===== src/sv/assert_macros.svh =====
// Assertion macros used by the top-level RTL file.
`ifndef ASSERT_MACROS_SVH
`define ASSERT_MACROS_SVH
`ifndef SYNTHESIS
`define ASSERT_PROP(lbl, clk, rstn, prop, msg) \
  lbl: assert property (@(posedge clk) disable iff (!rstn) prop) else $error(msg);
`define ASSERT_NEVER(lbl, clk, rstn, cond, msg) \
  lbl: assert property (@(posedge clk) disable iff (!rstn) !(cond)) else $error(msg);
`else
`define ASSERT_PROP(lbl, clk, rstn, prop, msg)
`define ASSERT_NEVER(lbl, clk, rstn, cond, msg)
`endif
`endif


===== src/sv/itrd_pkg.sv =====
// Types, constants and helpers for the radix digit converter.
package itrd_pkg;

  localparam int unsigned MaxDigits = 16;
  localparam int unsigned DigitW    = 4;
  localparam int unsigned CharW     = 7;
  localparam int unsigned RadixW    = 5;
  localparam int unsigned PtrW      = $clog2(MaxDigits);
  localparam int unsigned CntW      = $clog2(MaxDigits + 1);
  localparam int unsigned InValueW  = 16;

  localparam logic [RadixW-1:0] RadixMin = 5'd2;
  localparam logic [RadixW-1:0] RadixMax = 5'd16;

  localparam logic [CharW-1:0] DIGIT_TABLE [MaxDigits] = '{
    7'h30, 7'h31, 7'h32, 7'h33, 7'h34, 7'h35, 7'h36, 7'h37,
    7'h38, 7'h39, 7'h41, 7'h42, 7'h43, 7'h44, 7'h45, 7'h46
  };

  typedef struct packed {
    logic done;
    logic quo_zero;
  } div_status_t;

  typedef struct packed {
    logic empty;
    logic last;
    logic full;
  } stk_status_t;

  function automatic logic [RadixW-1:0] clamp_radix(input logic [RadixW-1:0] r);
    logic [RadixW-1:0] res;
    res = r;
    if (r < RadixMin) res = RadixMin;
    if (r > RadixMax) res = RadixMax;
    return res;
  endfunction

endpackage


===== src/sv/itrd_divider.sv =====
// Restoring divider, one quotient bit per cycle, small divisor.
module itrd_divider #(
  parameter int unsigned W = 16
) (
  input  logic                      clk_i,
  input  logic                      rst_ni,
  input  logic                      start_i,
  input  logic [W-1:0]              dividend_i,
  input  logic [itrd_pkg::RadixW-1:0] divisor_i,
  output logic [W-1:0]              quotient_o,
  output logic [itrd_pkg::DigitW-1:0] remainder_o,
  output itrd_pkg::div_status_t     status_o
);
  import itrd_pkg::*;

  localparam int unsigned CW = $clog2(W);

  logic                busy_q;
  logic                done_q;
  logic [CW-1:0]       cnt_q;
  logic [DigitW-1:0]   rem_q;
  logic [W-1:0]        quo_q;
  logic [RadixW-1:0]   div_q;

  logic [RadixW-1:0]   shifted;
  logic [RadixW-1:0]   diff;
  logic                ge;
  logic [DigitW-1:0]   rem_d;

  always_comb begin
    shifted = {rem_q, quo_q[W-1]};
    ge      = (shifted >= div_q);
    diff    = shifted - div_q;
    rem_d   = ge ? diff[DigitW-1:0] : shifted[DigitW-1:0];
  end

  always_ff @(posedge clk_i or negedge rst_ni) begin
    if (!rst_ni) begin
      busy_q <= 1'b0;
      done_q <= 1'b0;
      cnt_q  <= '0;
    end else if (start_i) begin
      busy_q <= 1'b1;
      done_q <= 1'b0;
      cnt_q  <= CW'(W - 1);
    end else if (busy_q) begin
      if (cnt_q == '0) begin
        busy_q <= 1'b0;
        done_q <= 1'b1;
      end else begin
        cnt_q <= cnt_q - 1'b1;
      end
    end else begin
      done_q <= 1'b0;
    end
  end

  always_ff @(posedge clk_i) begin
    if (start_i) begin
      rem_q <= '0;
      quo_q <= dividend_i;
      div_q <= divisor_i;
    end else if (busy_q) begin
      rem_q <= rem_d;
      quo_q <= {quo_q[W-2:0], ge};
    end
  end

  assign quotient_o        = quo_q;
  assign remainder_o       = rem_q;
  assign status_o.done     = done_q;
  assign status_o.quo_zero = (quo_q == '0);

endmodule


===== src/sv/itrd_digit_stack.sv =====
// Last-in first-out store that reverses the digit order.
module itrd_digit_stack (
  input  logic                        clk_i,
  input  logic                        rst_ni,
  input  logic                        push_i,
  input  logic [itrd_pkg::DigitW-1:0] push_digit_i,
  input  logic                        pop_i,
  output logic [itrd_pkg::DigitW-1:0] pop_digit_o,
  output itrd_pkg::stk_status_t       status_o
);
  import itrd_pkg::*;

  logic [DigitW-1:0] mem [MaxDigits];
  logic [CntW-1:0]   cnt_q;
  logic [CntW-1:0]   cnt_d;
  logic [PtrW-1:0]   top_idx_d;
  logic [DigitW-1:0] pop_digit_q;

  always_comb begin
    cnt_d = cnt_q;
    if (push_i) cnt_d = cnt_q + 1'b1;
    else if (pop_i) cnt_d = cnt_q - 1'b1;
    top_idx_d = cnt_d[PtrW-1:0] - 1'b1;
  end

  always_ff @(posedge clk_i or negedge rst_ni) begin
    if (!rst_ni) begin
      cnt_q <= '0;
    end else begin
      cnt_q <= cnt_d;
    end
  end

  // Top of stack kept registered; a push forwards the new digit.
  always_ff @(posedge clk_i) begin
    if (push_i) begin
      mem[cnt_q[PtrW-1:0]] <= push_digit_i;
      pop_digit_q          <= push_digit_i;
    end else begin
      pop_digit_q          <= mem[top_idx_d];
    end
  end

  assign pop_digit_o     = pop_digit_q;
  assign status_o.empty  = (cnt_q == '0);
  assign status_o.last   = (cnt_q == CntW'(1));
  assign status_o.full   = (cnt_q == CntW'(MaxDigits));

endmodule


===== src/sv/integer_to_radix_digits_unit.sv =====
// Top level of the unsigned integer to radix digit character converter.
//
// Input channel: value_i and radix_i, transfer when in_valid_i is high and
// in_stall_o is low. radix_i is clamped to 2..16; only the low
// min(VALUE_WIDTH, 16) bits of value_i are converted.
// Output channel: one transfer per digit, digit_char_o in ASCII '0'-'9' or
// 'A'-'F', most significant first, no leading zeros; last_digit_o marks the
// final digit. A zero value gives a single '0'.
// Each digit is worked out by the shared bit-serial divider, whose width is
// the converted width; the digits then leave the stack one at a time.
// The input is stalled from transfer until the last digit sits in the output
// register; that digit may wait there while the next item is taken.
// A stall on the output holds the output register and pauses the stack.
// Reset clears the sequencer, the digit count and the output valid.
`include "assert_macros.svh"
module integer_to_radix_digits_unit #(
  parameter int unsigned VALUE_WIDTH = 16
) (
  input  logic                          clk_i,
  input  logic                          rst_ni,
  input  logic                          in_valid_i,
  output logic                          in_stall_o,
  input  logic [itrd_pkg::InValueW-1:0] value_i,
  input  logic [itrd_pkg::RadixW-1:0]   radix_i,
  output logic                          out_valid_o,
  input  logic                          out_stall_i,
  output logic [itrd_pkg::CharW-1:0]    digit_char_o,
  output logic                          last_digit_o
);
  import itrd_pkg::*;

  localparam int unsigned EW = (VALUE_WIDTH < InValueW) ? VALUE_WIDTH : InValueW;

  typedef enum logic [1:0] {
    S_IDLE,
    S_DIV,
    S_EMIT
  } state_e;

  state_e            state_q;
  logic              out_valid_q;
  logic [CharW-1:0]  digit_char_q;
  logic              last_digit_q;
  logic [RadixW-1:0] radix_q;

  logic              in_xfer;
  logic              out_free;
  logic              div_start;
  logic              push;
  logic              pop;
  logic [EW-1:0]     dividend;
  logic [RadixW-1:0] divisor;
  logic [EW-1:0]     div_quo;
  logic [DigitW-1:0] div_rem;
  logic [DigitW-1:0] pop_digit;
  div_status_t       div_st;
  stk_status_t       stk_st;

  always_comb begin
    in_stall_o = (state_q != S_IDLE);
    in_xfer    = in_valid_i && !in_stall_o;
    out_free   = !out_valid_q || !out_stall_i;
    push       = (state_q == S_DIV) && div_st.done;
    div_start  = in_xfer || (push && !div_st.quo_zero);
    pop        = (state_q == S_EMIT) && out_free;
    dividend   = (state_q == S_IDLE) ? value_i[EW-1:0] : div_quo;
    divisor    = in_xfer ? clamp_radix(radix_i) : radix_q;
  end

  itrd_divider #(
    .W(EW)
  ) u_div (
    .clk_i       (clk_i),
    .rst_ni      (rst_ni),
    .start_i     (div_start),
    .dividend_i  (dividend),
    .divisor_i   (divisor),
    .quotient_o  (div_quo),
    .remainder_o (div_rem),
    .status_o    (div_st)
  );

  itrd_digit_stack u_stack (
    .clk_i        (clk_i),
    .rst_ni       (rst_ni),
    .push_i       (push),
    .push_digit_i (div_rem),
    .pop_i        (pop),
    .pop_digit_o  (pop_digit),
    .status_o     (stk_st)
  );

  always_ff @(posedge clk_i or negedge rst_ni) begin
    if (!rst_ni) begin
      state_q      <= S_IDLE;
      out_valid_q  <= 1'b0;
      digit_char_q <= '0;
      last_digit_q <= 1'b0;
      radix_q      <= RadixMin;
    end else begin
      if (pop) begin
        out_valid_q <= 1'b1;
      end else if (!out_stall_i) begin
        out_valid_q <= 1'b0;
      end
      case (state_q)
        S_IDLE: begin
          if (in_xfer) begin
            radix_q <= divisor;
            state_q <= S_DIV;
          end
        end
        S_DIV: begin
          if (div_st.done && div_st.quo_zero) state_q <= S_EMIT;
        end
        S_EMIT: begin
          if (out_free) begin
            digit_char_q <= DIGIT_TABLE[pop_digit];
            last_digit_q <= stk_st.last;
            if (stk_st.last) state_q <= S_IDLE;
          end
        end
        default: begin
          state_q <= S_IDLE;
        end
      endcase
    end
  end

  assign out_valid_o  = out_valid_q;
  assign digit_char_o = digit_char_q;
  assign last_digit_o = last_digit_q;

  `ASSERT_NEVER(a_idle_stack_empty, clk_i, rst_ni, state_q == S_IDLE && !stk_st.empty, "digits left in stack while idle")
  `ASSERT_PROP(a_push_no_overflow, clk_i, rst_ni, push |-> !stk_st.full, "digit stack overflow")
  `ASSERT_PROP(a_accept_starts_div, clk_i, rst_ni, in_xfer |=> state_q == S_DIV, "transfer did not start division")
  `ASSERT_NEVER(a_done_outside_div, clk_i, rst_ni, div_st.done && state_q != S_DIV, "divider done outside division")

endmodule


===== config.mk =====
export PLATFORM = sky130hd
export DESIGN_NAME = integer_to_radix_digits_unit
export DESIGN_NICKNAME = d
export VERILOG_FILES = /design/src/sv/itrd_pkg.sv /design/src/sv/itrd_divider.sv /design/src/sv/itrd_digit_stack.sv /design/src/sv/integer_to_radix_digits_unit.sv
export VERILOG_INCLUDE_DIRS = /design/src /design/src/sv
export SDC_FILE = /design/constraint.sdc
export NUM_CORES = 1
export LEC_CHECK = 0
export ABC_AREA = 1
export BUFFER_PORTS_ARGS = -buffer_cell sky130_fd_sc_hd__buf_2
export CAP_MARGIN = 20
export CORE_ASPECT_RATIO = 0.9
export CORE_MARGIN = 2
export CORE_UTILIZATION = 50
export DETAILED_ROUTE_END_ITERATION = 6
export PLACE_DENSITY = 0.76
export SYNTH_ARGS = -nofsm -noshare
export SYNTH_HDL_FRONTEND = slang
export SYNTH_SLANG_ARGS = --single-unit

===== constraint.sdc =====
create_clock -name clk_i -period 1.8 [get_ports clk_i]
set_input_delay 0.18 -clock clk_i [delete_from_list [all_inputs] [get_ports clk_i]]
set_output_delay 0.18 -clock clk_i [all_outputs]
set_load 0.01 [all_outputs]

==> reports/metrics.csv, run 1 <==
metric,value,unit
placed cells,765,
first-pass GRT wire length,19700,um
DIE WIDTH,116,um
syn_nets,615,
die area,12100,sq um
Initial Util,51.5,%
synth warn,0,
CP Class,reg2reg,
Min-Delay Path Depth,2,
TritonRoute pass-1 iters,5,
dominant cell type by area after synthesis,edfxtp_1,
row count,36,
antenna-violating nets left,0,
crit path launch type,register,
Yosys top cell area share,45.5,%
CP Cell Sequence,buf_12 > inv_16 > or2_1 > nand2_1 > nand3_2 > nand3_2 > nand2_2 > inv_2 > ha_4 > inv_2 > nand3_2 > nand2_1 > nand2_1 > nand2_1 > nand2_1,
P&R area growth vs syn,22.0,%
Mapped Avg Cell Area,9.74,sq um
crit path max fanout,13,
reg2reg end,digit_char_o[0],
worst path bufs/invs,4,
ranking of synthesized cells by area,"edfxtp_1 45%, nand2_1 11%, dfrtp_1 11%, inv_1 5.1%, nand3_1 3.5%",
Peak VDD IR,0.000966,V
Final #Nets,679,
Min Hold Slack,0.0133,ns
initial antenna violation count,0,
Worst Setup End Kind,register,
Hold Fails Final Rpt,0,
clock transition at the registers of the reported paths,0.05,ns
GRT Resource Usage Total,21.1,%
TritonCTS Buffers,17,
largest net degree at the start of global routing,41,
sequential share of the synthesized area,59.9,%
Core Region,10900,sq um
Slew @ Worst Pin,0.636,ns
status,finished clean,
Remaining DRCs,0,
Worst Skew,0.0128,ns
layout cells sized above 1,21.6,%
synthesized cell area,5610,sq um
vias in the first global route,4156,
slowest stage cell on the critical path,dfxtp_4,
reg-to-reg setup timing slack,0.008,ns
Top Ports,35,
HP Start,radix_i[4],
"Cell Count, Final, Fillers Out",805,
PwrDens,1740,nW/um^2
Max Cap Viol,0,
crit path DAT,2.08,ns
Hold WC Path Type,in2reg,
Syn Inst Count,576,
Final Routed Wirelength,12000,um
fin crit period,1.79,ns
CTS tree,yes,
Final GP Congestion,0.909,
crit-path most repeated cell,nand2_1,
die height,105,um
Overall Power,11.9,mW
Netlist cell types,39,
HPWL after DPL,7770,um
"Data required, critical path",2.09,ns
RSZ-0062 raised after global routing,true,
vias per std cell,5.13,
Lkg Pwr,3.08,nW
Worst-Skew Late Latency,0.41,ns
Overflow after GRT,0,
Initial DRC Count,369,
root buf cell,clkbuf_16,
Final setup viols,0,
CP peak stage delay,0.39,ns
share of the clock period used by the worst path,99.6,%
port bufs,34,
vias after detailed routing,4131,
critical path's top delay family,simple AND/OR/NAND/NOR gates,
Slew Limit Headroom,57.6,%
clk sinks,119,
ant diodes,0,
Routed WL per cell,14.9,um
CTS H-tree lvls,4,
Final Max Tran Viols,0,
WHS Endpoint,radix_q[0],
Final Util,62.8,%
clock buffer depth,2,
R2R depth,15,
Max Freq,0.558,GHz
register bit count reported by yosys,119,
report_power, final:
group          total, mW  switching (mW)  internal, mW
Combinational       4.68            2.87          1.80
Sequential          4.05           0.276          3.77
Clock               3.19            1.08          2.10
Total               11.9            4.23          7.68
area by class of cell:
| cell class | count | area, sq um |
|---|---|---|
| Fill cell | 832 | 4050 |
| Sequential cell | 119 | 3370 |
| Clock buffer | 30 | 567 |
| Multi-Input combinational cell | 357 | 1900 |
| Clock inverter | 2 | 10.0 |
| Inverter | 83 | 333 |
| Timing Repair inverter | 1 | 8.76 |
| Timing Repair Buffer | 61 | 470 |
| Tap cell | 152 | 190 |
worst max path at each step:
stage,to,cells after the start,from
6_report,digit_char_o[0],15,register
5_1_grt,digit_char_o[0],16,register
4_1_cts,u_div.remainder_o[3],10,u_div.quotient_o[11]
3_5_place_dp,digit_char_o[0],16,register
3_3_place_gp,digit_char_o[0],15,register
2_1_floorplan,u_div.quotient_o[0],6,u_div.remainder_o[1]
registers in the layout (all words and copies together), names as in the netlist, named ones only:
signal and count:
u_stack.mem 64, u_div.quotient_o 16, digit_char_o 6, radix_q 5, u_div.div_q 5, u_stack.cnt_q 5
u_div.cnt_q 4, u_div.remainder_o 4, state_q 2, last_digit_o 1, out_valid_o 1, u_div.busy_q 1
u_div.done_q 1
Yosys cell counts (all sizes together):
cell type	number
xnor2	1
edfxtp	85
o21ai	32
or2	2
nand3	45
o41ai	2
nor2	50
nand3b	1
nor3	1
fa	1
nand4	8
dfstp	1
a21oi	8
o22ai	2
xor2	5
nand2	177
o211ai	6
dfrtp	25
dfxtp	8
ha	13
buf	17
inv	83
a31oi	1
a21o	1
o221ai	1
cell usage in the layout, fill, tap and decap left out, types with 5 or more instances in the layout:
cell       synthesis  layout
nand2_1          168     166
edfxtp_1          85      85
inv_1             77      72
nor2_1            46      39
buf_2              9      34
nand3_1           39      32
o21ai_0           28      28
dfrtp_1           25      25
clkbuf_16          0      20
buf_4              2      17
nand3_2            4      11
ha_1              13      11
inv_2              4       8
nand2_2            7       8
nand4_1            8       8
a21oi_1            8       8
nor2_2             2       7
dfxtp_1            8       7
o211ai_1           6       6
clkbuf_1           0       6
clkbuf_8           0       5
per-stage QoR:
step | cell area, sq um | setup TNS [ns] | worst slack [ns]
global placement | 6020 | -0.0366 | -0.0366
CTS | 6740 | 0 | 0.00943
global route | 6850 | -0.183 | -0.105
floorplan | 5620 | 0 | 0.0645
detailed placement | 6020 | -0.129 | -0.0830
finish | 6850 | 0 | 0.00804
cells by family (layout without fill, tap and decap cells):
logic type | after synthesis | in the layout | synth area share [%]
simple gates | 284 | 284 | 22.3
flops | 119 | 119 | 59.9
buf+inv | 100 | 177 | 7.96
compound gates | 53 | 53 | 5.31
fa+ha+maj | 14 | 14 | 3.25
xor+xnor | 6 | 6 | 1.27
metal layers:
layer  wire (um)  track usage, %
met1        4890            26.4
met3         778            6.29
met2        6060            34.3
met4         236            8.42
met5           0               0
what timing repair did:
| action | CTS | global route |
|---|---|---|
| setup buffers | 0 | 4 |
| hold buffers | 1 | 0 |
| hold endpoints to repair | 25 | 0 |
| setup endpoints to repair | 2 | 42 |
| cloned | 3 | 1 |
| gates resized for setup | 15 | 24 |
| pin swaps | 12 | 11 |
(Power assumes the default switching activity.)
==> run 2: changes to the inputs <==
--- a/config.mk
+++ b/config.mk
@@ -6,7 +6,7 @@
 export SDC_FILE = /design/constraint.sdc
 export NUM_CORES = 1
 export LEC_CHECK = 0
-export ABC_AREA = 1
+export ABC_AREA = 0
 export BUFFER_PORTS_ARGS = -buffer_cell sky130_fd_sc_hd__buf_2
 export CAP_MARGIN = 20
 export CORE_ASPECT_RATIO = 0.9
==> constraint.sdc (replaced) <==
create_clock -name clk_i -period 1.6 [get_ports clk_i]
set_input_delay 0.16 -clock clk_i [delete_from_list [all_inputs] [get_ports clk_i]]
set_output_delay 0.16 -clock clk_i [all_outputs]
set_load 0.01 [all_outputs]
==> reports/metrics.csv, run 2 <==
metric,value,unit,change
initial antenna violation count,0,,unchanged
CTS tree,yes,,unchanged
vias per std cell,5.71,,was 5.13
dominant cell type by area after synthesis,edfxtp_1,,unchanged
port bufs,34,,unchanged
Final Routed Wirelength,14300,um,was 12000 um
vias in the first global route,3591,,was 4156
synthesized cell area,5250,sq um,was 5610 sq um
worst path bufs/invs,2,,was 4
slowest stage cell on the critical path,edfxtp_1,,was dfxtp_4
status,finished with violations,,was finished clean
Top Ports,35,,unchanged
clk sinks,119,,unchanged
die area,11300,sq um,was 12100 sq um
ranking of synthesized cells by area,"edfxtp_1 49%, dfrtp_1 12%, mux4_1 6.5%, mux2_2 3.9%, ha_1 3.1%",,"was edfxtp_1 45%, nand2_1 11%, dfrtp_1 11%, inv_1 5.1%, nand3_1 3.5%"
Worst Skew,0.00783,ns,was 0.0128 ns
first-pass GRT wire length,19000,um,was 19700 um
violated checks,negative setup slack,,
Peak VDD IR,0.00150,V,was 0.000966 V
DIE WIDTH,112,um,was 116 um
Syn Inst Count,358,,was 576
Overflow after GRT,0,,unchanged
Slew @ Worst Pin,0.674,ns,was 0.636 ns
Netlist cell types,50,,was 39
Post-synth EDFFs,85,,unchanged
final worst setup slack,-0.602,ns,was 0.00804 ns
clock transition at the registers of the reported paths,0.06,ns,was 0.05 ns
Worst Setup End Kind,register,,unchanged
Worst-Skew Late Latency,0.42,ns,was 0.41 ns
"count leader, synth",edfxtp_1,,was nand2_1
die height,101,um,was 105 um
Initial Util,51.3,%,was 51.5%
critical path's top delay family,simple AND/OR/NAND/NOR gates,,unchanged
root buf cell,clkbuf_16,,unchanged
clock buffer depth,2,,unchanged
Setup crit start,u_div.quotient_o[11],,
fin crit period,2.20,ns,was 1.79 ns
register bit count reported by yosys,119,,unchanged
Final #Nets,530,,was 679
total negative slack,-25.48,ns,was 0 ns
PwrDens,2190,nW/um^2,was 1740 nW/um^2
synth warn,0,,unchanged
Overall Power,16.4,mW,was 11.9 mW
CP Class,reg2reg,,unchanged
ys flop type,edfxtp_1,,unchanged
Synth top cells by count,"85 x edfxtp_1, 31 x nand2_1, 25 x dfrtp_1",,"was 168 x nand2_1, 85 x edfxtp_1, 77 x inv_1"
crit path max fanout,5,,was 13
RSZ-0062 raised after global routing,true,,unchanged
HP Start,value_i[9],,was radix_i[4]
crit-path most repeated cell,buf_12,,was nand2_1
"Data required, critical path",1.76,ns,was 2.09 ns
max reg flops,64,,unchanged
antenna-violating nets left,0,,unchanged
TritonCTS Buffers,17,,unchanged
Final setup viols,95,,was 0
Hold Fails Final Rpt,0,,unchanged
Hold WC Path Type,in2reg,,unchanged
crit path DAT,2.36,ns,was 2.08 ns
DP Area,6090,sq um,was 6020 sq um
Max Freq,0.454,GHz,was 0.558 GHz
row count,35,,was 36
Remaining DRCs,0,,unchanged
post-route cell area,7490,sq um,was 6850 sq um
ys async rst share,21.8,%,unchanged
"most common cell after layout, fill and taps aside",edfxtp_1,,was nand2_1
share of the clock period used by the worst path,138,%,was 99.6%
Mapped Avg Cell Area,14.7,sq um,was 9.74 sq um
sequential share of the synthesized area,64.1,%,was 59.9%
Final Max Tran Viols,0,,unchanged
TritonRoute pass-1 iters,4,,was 5
syn_nets,397,,was 615
HPWL after DPL,7130,um,was 7770 um
CP peak stage delay,0.47,ns,was 0.39 ns
CTS H-tree lvls,4,,unchanged
worst reg2reg path startpoint,u_div.quotient_o[11],,
Lkg Pwr,3.11,nW,was 3.08 nW
reg-to-reg setup timing slack,-0.60,ns,was 0.008 ns
Min Hold Slack,0.0448,ns,was 0.0133 ns
CP Cell Sequence,nor4_4 > nand4_1 > and2_4 > a21oi_4 > buf_12 > buf_12 > mux2_4,,was buf_12 > inv_16 > or2_1 > nand2_1 > nand3_2 > nand3_2 > nand2_2 > inv_2 > ha_4 > inv_2 > nand3_2 > nand2_1 > nand2_1 > nand2_1 > nand2_1
Initial DRC Count,188,,was 369
vias after detailed routing,3613,,was 4131
layout cells sized above 1,52.4,%,was 21.6%
Yosys top cell area share,48.6,%,was 45.5%
ant diodes,0,,unchanged
P&R area growth vs syn,42.6,%,was 22.0%
GRT Resource Usage Total,22.3,%,was 21.1%
Max Cap Viol,0,,unchanged
largest net degree at the start of global routing,27,,was 41
Final GP Congestion,0.800,,was 0.909
# fillers,601,,was 832
crit path launch type,register,,unchanged
Slew Limit Headroom,55.1,%,was 57.6%
Core Region,10200,sq um,was 10900 sq um
Routed WL per cell,22.5,um,was 14.9 um
most frequent cells in the layout,"85 x edfxtp_1, 62 x buf_4, 33 x buf_2",,"was 166 x nand2_1, 85 x edfxtp_1, 72 x inv_1"
Place WS,-0.530,ns,was -0.0830 ns
run 2: cell count changes in the layout (fill, tap and decap cells not counted), sizes merged, moves of 17 or more:
| cell | previous run | this run |
|---|---|---|
| buf | 58 | 124 |
| nor2 | 50 | 16 |
| mux2 | 0 | 18 |
| inv | 84 | 20 |
| o21ai | 32 | 11 |
| nand3 | 45 | 6 |
| nand2 | 177 | 32 |
| mux4 | 0 | 17 |
run 2: metal layers:
| layer | wire (um) | vias up | share of wire (%) | global-route usage [%] |
|---|---|---|---|---|
| met3 | 692 | 39 | 4.8 | 7.06 |
| met1 | 5260 | 1814 | 37 | 26.5 |
| met4 | 587 | 0 | 4.1 | 7.22 |
| met2 | 7730 | 154 | 54 | 39.4 |
| met5 | 0 | - | 0 | 0 |
| li1 | - | 1606 | - | - |
run 2: cell families (layout without fill, tap and decap cells):
family | after synthesis | count (layout) | share of synthesized area (%)
compound gates | 44 | 44 | 5.12
xor+xnor | 10 | 10 | 1.67
fa+ha+maj | 14 | 14 | 3.48
buf+inv | 34 | 180 | 3.10
flops | 119 | 119 | 64.1
mux | 43 | 43 | 13.6
simple gates | 94 | 94 | 8.98
run 2: final cells by class:
type / instances / area [sq um] / area share (%)
sequential: 119 / 3370 / 45.0
tap: 129 / 161 / 2.15
clock buffer: 21 / 493 / 6.58
inverter: 21 / 87.6 / 1.17
timing repair buffer: 127 / 1110 / 14.8
multi-input combinational: 205 / 2150 / 28.7
clock inverter: 11 / 119 / 1.59
run 2: per-stage QoR:
step                      utilization, %  instances
after global placement              59.5        567
after detailed placement            59.5        567
after CTS                           69.7        623
after floorplan                        -        358
after global routing                73.1        633
final                               73.1        633
run 2: path summary, 6_finish.rpt:
path / endpoint / cells after the start
max in group asynchronous: state_q[0] / 2
min in group asynchronous: digit_char_o[1] / 2
setup reg to reg: u_div.quotient_o[1] / 7
hold reg to reg: digit_char_o[2] / 2
setup / recovery: u_div.quotient_o[1] / 7
hold / removal: u_div.quotient_o[9] / 2
run 2: power breakdown:
group / leakage, nW / switching [mW] / internal [mW] / total (mW)
clock: 0.291 / 1.40 / 2.51 / 3.91
sequential: 1.16 / 0.611 / 4.34 / 4.95
combinational: 1.65 / 3.42 / 4.11 / 7.54
run 2: repair_timing:
action	CTS	global route
cloned	1	1
buffers inserted	22	17
resized for setup	59	64
pin swaps	18	21
endpoints found under the setup margin	110	120
hold buffers	2	0
hold endpoints to repair	26	0
==> run 3: changes to the inputs <==
--- a/config.mk
+++ b/config.mk
@@ -9,7 +9,7 @@
 export ABC_AREA = 0
 export BUFFER_PORTS_ARGS = -buffer_cell sky130_fd_sc_hd__buf_2
 export CAP_MARGIN = 20
-export CORE_ASPECT_RATIO = 0.9
+export CORE_ASPECT_RATIO = 1.25
 export CORE_MARGIN = 2
 export CORE_UTILIZATION = 50
 export DETAILED_ROUTE_END_ITERATION = 6
==> reports/metrics.csv, run 3 (synthesis results as in run 2) <==
metric,value,unit,change
status,finished with violations,,unchanged
violated checks,negative setup slack,,unchanged
Slew Limit Headroom,55.9,%,was 55.1%
crit path max fanout,7,,was 5
CP Cell Sequence,buf_12 > buf_4 > mux4_2 > mux4_2 > nand2_2 > nor2_2 > a21o_1,,was nor4_4 > nand4_1 > and2_4 > a21oi_4 > buf_12 > buf_12 > mux2_4
Final Routed Wirelength,12700,um,was 14300 um
met3 routed WL,518,um,was 692 um
Final setup viols,58,,was 95
layout cells sized above 1,50.6,%,was 52.4%
Final Max Tran Viols,0,,unchanged
share of the clock period used by the worst path,135,%,was 138%
CTS H-tree lvls,4,,unchanged
Lkg Pwr,3.06,nW,was 3.11 nW
vias after detailed routing,3553,,was 3613
root buf cell,clkbuf_16,,unchanged
CP peak stage delay,0.56,ns,was 0.47 ns
clock transition at the registers of the reported paths,0.06,ns,about the same
fin crit period,2.15,ns,was 2.20 ns
Hold Fails Final Rpt,0,,unchanged
Overall Power,15.8,mW,was 16.4 mW
P&R area growth vs syn,39.5,%,was 42.6%
vias per std cell,5.65,,was 5.71
RSZ-0062 raised after global routing,true,,unchanged
Worst Skew,0.00985,ns,was 0.00783 ns
crit path launch type,register,,unchanged
clk sinks,119,,unchanged
"Data required, critical path",1.90,ns,was 1.76 ns
HPWL after DPL,7580,um,was 7130 um
DIE WIDTH,95.7,um,was 112 um
ant diodes,0,,unchanged
CP Class,reg2reg,,unchanged
Metal-1 WL,4560,um,was 5260 um
die area,11300,sq um,about the same
die height,119,um,was 101 um
final worst setup slack,-0.552,ns,was -0.602 ns
Final GP Congestion,0.779,,was 0.800
Remaining DRCs,0,,unchanged
row count,41,,was 35
port bufs,34,,unchanged
clock buffer depth,2,,unchanged
# fillers,605,,was 601
total negative slack,-18.37,ns,was -25.48 ns
vias in the first global route,3709,,was 3591
met2 wire length,7230,um,was 7730 um
Max Cap Viol,0,,unchanged
CTS tree,yes,,unchanged
post-route cell area,7330,sq um,was 7490 sq um
Final #Nets,526,,was 530
Worst-Skew Late Latency,0.41,ns,was 0.42 ns
first-pass GRT wire length,19700,um,was 19000 um
most frequent cells in the layout,"85 x edfxtp_1, 66 x buf_4, 34 x buf_2",,"was 85 x edfxtp_1, 62 x buf_4, 33 x buf_2"
"most common cell after layout, fill and taps aside",edfxtp_1,,unchanged
Top Ports,35,,unchanged
Hold WC Path Type,in2reg,,unchanged
crit-path most repeated cell,mux4_2,,was buf_12
Initial DRC Count,219,,was 188
DP Area,6140,sq um,was 6090 sq um
antenna-violating nets left,0,,unchanged
Worst Setup End Kind,register,,unchanged
slowest stage cell on the critical path,mux4_2,,was edfxtp_1
TritonCTS Buffers,17,,unchanged
top layer in use,met4,,unchanged
Place WS,-0.669,ns,was -0.530 ns
Slew @ Worst Pin,0.662,ns,was 0.674 ns
Peak VDD IR,0.00150,V,about the same
Core Region,10200,sq um,about the same
Overflow after GRT,0,,unchanged
Initial Util,51.7,%,was 51.3%
initial antenna violation count,0,,unchanged
TritonRoute pass-1 iters,5,,was 4
largest net degree at the start of global routing,27,,unchanged
crit path DAT,2.46,ns,was 2.36 ns
PwrDens,2160,nW/um^2,was 2190 nW/um^2
Routed WL per cell,20.1,um,was 22.5 um
GRT Resource Usage Total,23.9,%,was 22.3%
max reg flops,64,,unchanged
Max Freq,0.465,GHz,was 0.454 GHz
[run 3: critical path, delay by kind of cell (launching register included)]
| family | cells | cell delay, ns |
|---|---|---|
| mux | 2 | 1.11 |
| flops | 1 | 0.37 |
| buf+inv | 2 | 0.25 |
| simple gates | 2 | 0.17 |
| compound gates | 1 | 0.14 |
[run 3: worst paths after layout]
kind,start,end,slack (ns),cells past startpoint
min in group asynchronous,rst_ni,last_digit_o,0.32,2
max reg2reg,register,digit_char_o[6],-0.55,7
min,value_i[8],u_div.quotient_o[8],0.05,2
min reg2reg,digit_char_o[2],digit_char_o[2],0.47,2
max in group asynchronous,rst_ni,state_q[1],0.80,2
max,register,digit_char_o[6],-0.55,7
[run 3: layer usage]
layer	vias up	GRT usage, %
met5	-	0
met4	0	9.55
met3	30	5.35
met2	127	42.2
met1	1799	27.6
li1	1597	-
[run 3: power breakdown]
group	total, mW	switching [mW]	internal (mW)
Sequential	4.86	0.523	4.34
Combinational	6.96	3.18	3.78
Clock	4.00	1.36	2.64
Total	15.8	5.06	10.8
[run 3: repair_timing]
action	4_1_cts	5_1_grt
resized for setup	64	35
hold endpoints to repair	26	0
gates cloned	2	1
pin swaps	22	19
hold buffers	2	0
endpoints found under the setup margin	96	102
setup buffers	11	14
[run 3: final cells by class]
cell class / count / area (sq um) / share of cell area [%]
clock buffer: 19 / 443 / 6.04
clock inverter: 13 / 178 / 2.42
inverter: 21 / 85.1 / 1.16
multi-input combinational: 205 / 2100 / 28.6
sequential: 119 / 3370 / 46.0
tap: 129 / 161 / 2.20
timing repair buffer: 123 / 996 / 13.6
[run 3: stage by stage]
step           hold WS (ns)  cells  util [%]
3_3_place_gp          0.216    572      60.5
4_1_cts              0.0355    619      70.6
2_1_floorplan        -0.136    358         -
5_1_grt              0.0452    629      72.2
6_report             0.0464    629      72.2
3_5_place_dp          0.226    572      60.5
